===== config.mk =====
export PLATFORM = sky130hd
export DESIGN_NAME = pfa_ram
export DESIGN_NICKNAME = d
export VERILOG_FILES = /design/src/sv/pfa_ram.sv
export SDC_FILE = /design/constraint.sdc
export NUM_CORES = 2
export LEC_CHECK = 0
export CAP_MARGIN = 20
export CORE_ASPECT_RATIO = 1.1
export CORE_MARGIN = 3
export CORE_UTILIZATION = 50
export CTS_CLUSTER_DIAMETER = 150
export DETAILED_ROUTE_END_ITERATION = 8
export DONT_BUFFER_PORTS = 1
export GPL_TIMING_DRIVEN = 0
export PLACE_DENSITY_LB_ADDON = 0.3
export SLEW_MARGIN = 25
export SYNTH_ARGS = -nofsm -noshare
export SYNTH_HDL_FRONTEND = slang
export SYNTH_SLANG_ARGS = --single-unit

===== constraint.sdc =====
create_clock -name i_clk -period 6.2 [get_ports i_clk]
set_input_delay 1.55 -clock i_clk [delete_from_list [all_inputs] [get_ports i_clk]]
set_output_delay 1.55 -clock i_clk [all_outputs]
set_load 0.01 [all_outputs]

===== src/sv/pfa_ram.sv =====
// Generic single-port-write, single-port-read RAM with registered read data.
module pfa_ram #(
    parameter int WIDTH = 8,
    parameter int DEPTH = 256
) (
    input  logic                     i_clk,
    input  logic                     i_we,
    input  logic [$clog2(DEPTH)-1:0] i_waddr,
    input  logic [WIDTH-1:0]         i_wdata,
    input  logic [$clog2(DEPTH)-1:0] i_raddr,
    output logic [WIDTH-1:0]         o_rdata
);

    logic [WIDTH-1:0] r_mem [DEPTH];
    logic [WIDTH-1:0] r_rdata;

    // Write, then register the read word
    always_ff @(posedge i_clk) begin
        if (i_we) begin
            r_mem[i_waddr] <= i_wdata;
        end
        r_rdata <= r_mem[i_raddr];
    end

    assign o_rdata = r_rdata;

endmodule


==> results.json <==
{
  "required_ns": 6.86,
  "cts_tree": "built",
  "cts_buffer_depth": 3,
  "synthArstFlopShare": 0,
  "cpPeakStageDelay_ns": 0.96,
  "cts_setup_buffers": 0,
  "clock_sinks": 2056,
  "die_w_microns": 386.3,
  "ios": 34,
  "syn_nets": 3759,
  "ctsResizeCount": 0,
  "die_area_sq_um": 163900,
  "synthTopCellsByCount": "edfxtp_1, mux4_2, nor2_1",
  "clk_latency_ns": 0.86,
  "slowest_stage": "a221oi_1",
  "numCtsBuffers": 198,
  "clock_skew_ns": 0.04377,
  "leakagePower_nw": 27.30,
  "setup_viol": 0,
  "nFillCells": 11602,
  "fin_nets": 3966,
  "io_buffers": 0,
  "clkTransAtPathRegs_ns": 0.06,
  "grt_pass1_vias": 40195,
  "rows": 152,
  "fmax_mhz": 191.3,
  "internal_power_w": 0.02257,
  "synthCells": 3733,
  "place_area_sq_um": 82450,
  "die_y_microns": 424.4,
  "syn_area_per_cell_sq_um": 21.31,
  "pwr-share-comb": 0.048,
  "synth_edf_count": 2048,
  "hold_path.class": "in2reg",
  "irDropWorstVdd_mv": 0.2605,
  "avgRoutedWirePerCell_microns": 37.42,
  "critical_path_arrival_ns": 5.88,
  "clkPwrFrac": 0.419,
  "slew_viol_final": 0,
  "dp.final_hpwl_microns": 149800,
  "synth_top_flop_cell": "edfxtp_1",
  "wirelength_microns": 231800,
  "cts_max_level": 4,
  "finalCritPeriodShare": 0.8432,
  "dr.first_iter.drc_count": 6431,
  "drt_pass1_iterations": 8,
  "synth_top_area_frac": 0.7730,
  "ff_latch_area_sq_um": 61660,
  "startpoint_type": "input port",
  "syn_to_final_growth_pct": 11.84,
  "ys_types": 55,
  "period_needed_ns": 5.228,
  "finish.instance_area_sq_um": 88970,
  "ant_nets": 0,
  "grt.total_usage": 0.2852,
  "power_density_nw_per_um2": 323.3,
  "grt_max_degree": 257,
  "fin_util": 0.5664,
  "path_common_cell": "buf_4",
  "ys_ff_latch": 2056,
  "netlist_area_sq_um": 79560,
  "drc": 0,
  "start_util": 0.5064,
  "critPathCaptureType": "flop",
  "hold_violations": 0,
  "cts_root_buffer": "clkbuf_16",
  "p_sw_w": 0.006196,
  "multiInputGateArea_sq_um": 16550,
  "drive_gt1_frac": 0.2222,
  "max_slew.worst_pin.slew_ns": 1.199,
  "crit_fanout": 10,
  "place.gp.congestion": 0.9790,
  "outcome": "complete, no violations",
  "synth.most_common_cell": "edfxtp_1",
  "grt_remaining_overflow": 0,
  "synth.area.top_cells": "edfxtp_1, mux4_2, mux2i_1",
  "crit_chain": "buf_2, buf_4, buf_4, clkbuf_1, mux4_2, a221oi_1, o32ai_1, nor3_1, nor4_2",
  "rsz0062_at_grt": "no",
  "synth_seq_area_share": 0.7750,
  "cts_hold_buffers": 0,
  "routed_via_density": 6.664,
  "pwr-share-seq": 0.533,
  "fp.coreArea_sq_um": 157100,
  "grt_pass1_wl_microns": 318600,
  "reg2reg_slack_ns": 2.52,
  "synth.largest_area_cell": "edfxtp_1",
  "p_sw_frac": 0.2154,
  "ys_warn_count": 0,
  "antenna_found_initial": 9,
  "cap_viol_max_count": 0,
  "max_slew_margin": 0.1932,
  "vias": 41286,
  "path_class": "in2reg"
}
flip-flops by register name, indices dropped and copies added (netlist names):
register,cells
o_rdata,8
r_mem,2048
final timing paths:
check / cells past startpoint / from / to
hold reg to reg: 6 / r_mem[188][7]$_DFFE_PP_ / o_rdata[7]$_DFF_P_
setup / recovery: 9 / i_raddr[1] / o_rdata[5]$_DFF_P_
hold / removal: 0 / i_wdata[3] / r_mem[28][3]$_DFFE_PP_
setup reg to reg: 6 / r_mem[83][5]$_DFFE_PP_ / o_rdata[5]$_DFF_P_
power groups by stage:
stage	combinational (W)	sequential (W)	clock, W
finish	0.00137	0.0153	0.0121
detailed placement	0.00133	0.0156	0
floorplan	0.000744	0.0156	0
CTS	0.00133	0.0153	0.0121
global route	0.00138	0.0153	0.0127
global placement	0.00131	0.0156	0
final cells by class:
class,instances,area share
Sequential cell,2056,0.6930
Clock buffer,262,0.05884
Buffer,233,0.01690
Antenna cell,7,0.0001969
Clock inverter,107,0.01370
Timing Repair Buffer,7,0.001983
Inverter,2,0.00008438
Tap cell,2079,0.02924
Multi-Input combinational cell,1442,0.1861
stage by stage:
step                cells  hold WS (ns)  TNS [ns]  total power (W)  setup WS (ns)
floorplan            3733        0.7699         0          0.01638          2.712
global route         6188        0.8170         0          0.02938          1.082
detailed placement   5819         1.354         0          0.01696         0.4646
CTS                  6188        0.8381         0          0.02877          1.388
global placement     5812         1.353   -0.5244          0.01693        -0.2487
finish               6195        0.8511         0          0.02877         0.9719
kinds of logic after synthesis:
group | Yosys count | share of synthesized area
AOI/OAI and AO/OA | 385 | 0.03419
buffers and inverters | 235 | 0.01831
DFF | 2056 | 0.7750
muxes | 591 | 0.1462
and+or+nand+nor | 466 | 0.02628
critical path: cells and delay by family:
family          cells  cell delay (ns)
simple gates        2             1.20
buf+inv             4             1.46
compound gates      2             1.25
mux                 1             0.41
cell usage in the layout, fill, tap and decap left out, drive strengths merged, types with 8 or more instances in the layout:
master | netlist | layout
nand2 | 33 | 33
mux2i | 134 | 134
o221ai | 47 | 47
mux4 | 456 | 456
buf | 122 | 128
a211oi | 16 | 16
o22ai | 28 | 28
nor3 | 22 | 22
nand2b | 8 | 8
a21oi | 96 | 96
a22o | 8 | 8
nor2b | 31 | 31
a221oi | 14 | 14
nor4 | 27 | 27
nand4 | 10 | 10
bufinv | 0 | 19
a22oi | 133 | 133
dfxtp | 8 | 8
clkbuf | 111 | 374
edfxtp | 2048 | 2048
nor2 | 282 | 282
nand3 | 34 | 34
clkinv | 1 | 78
o21ai | 12 | 12
o211ai | 10 | 10
metal layers:
layer	track usage	vias up	routed length, microns
met4	0.1571	4	14930
met3	0.08456	592	27980
li1	-	16135	-
met5	0	-	26
met1	0.3775	21606	82060
met2	0.4272	2949	106800
Power figures use the tool's default switching activity.
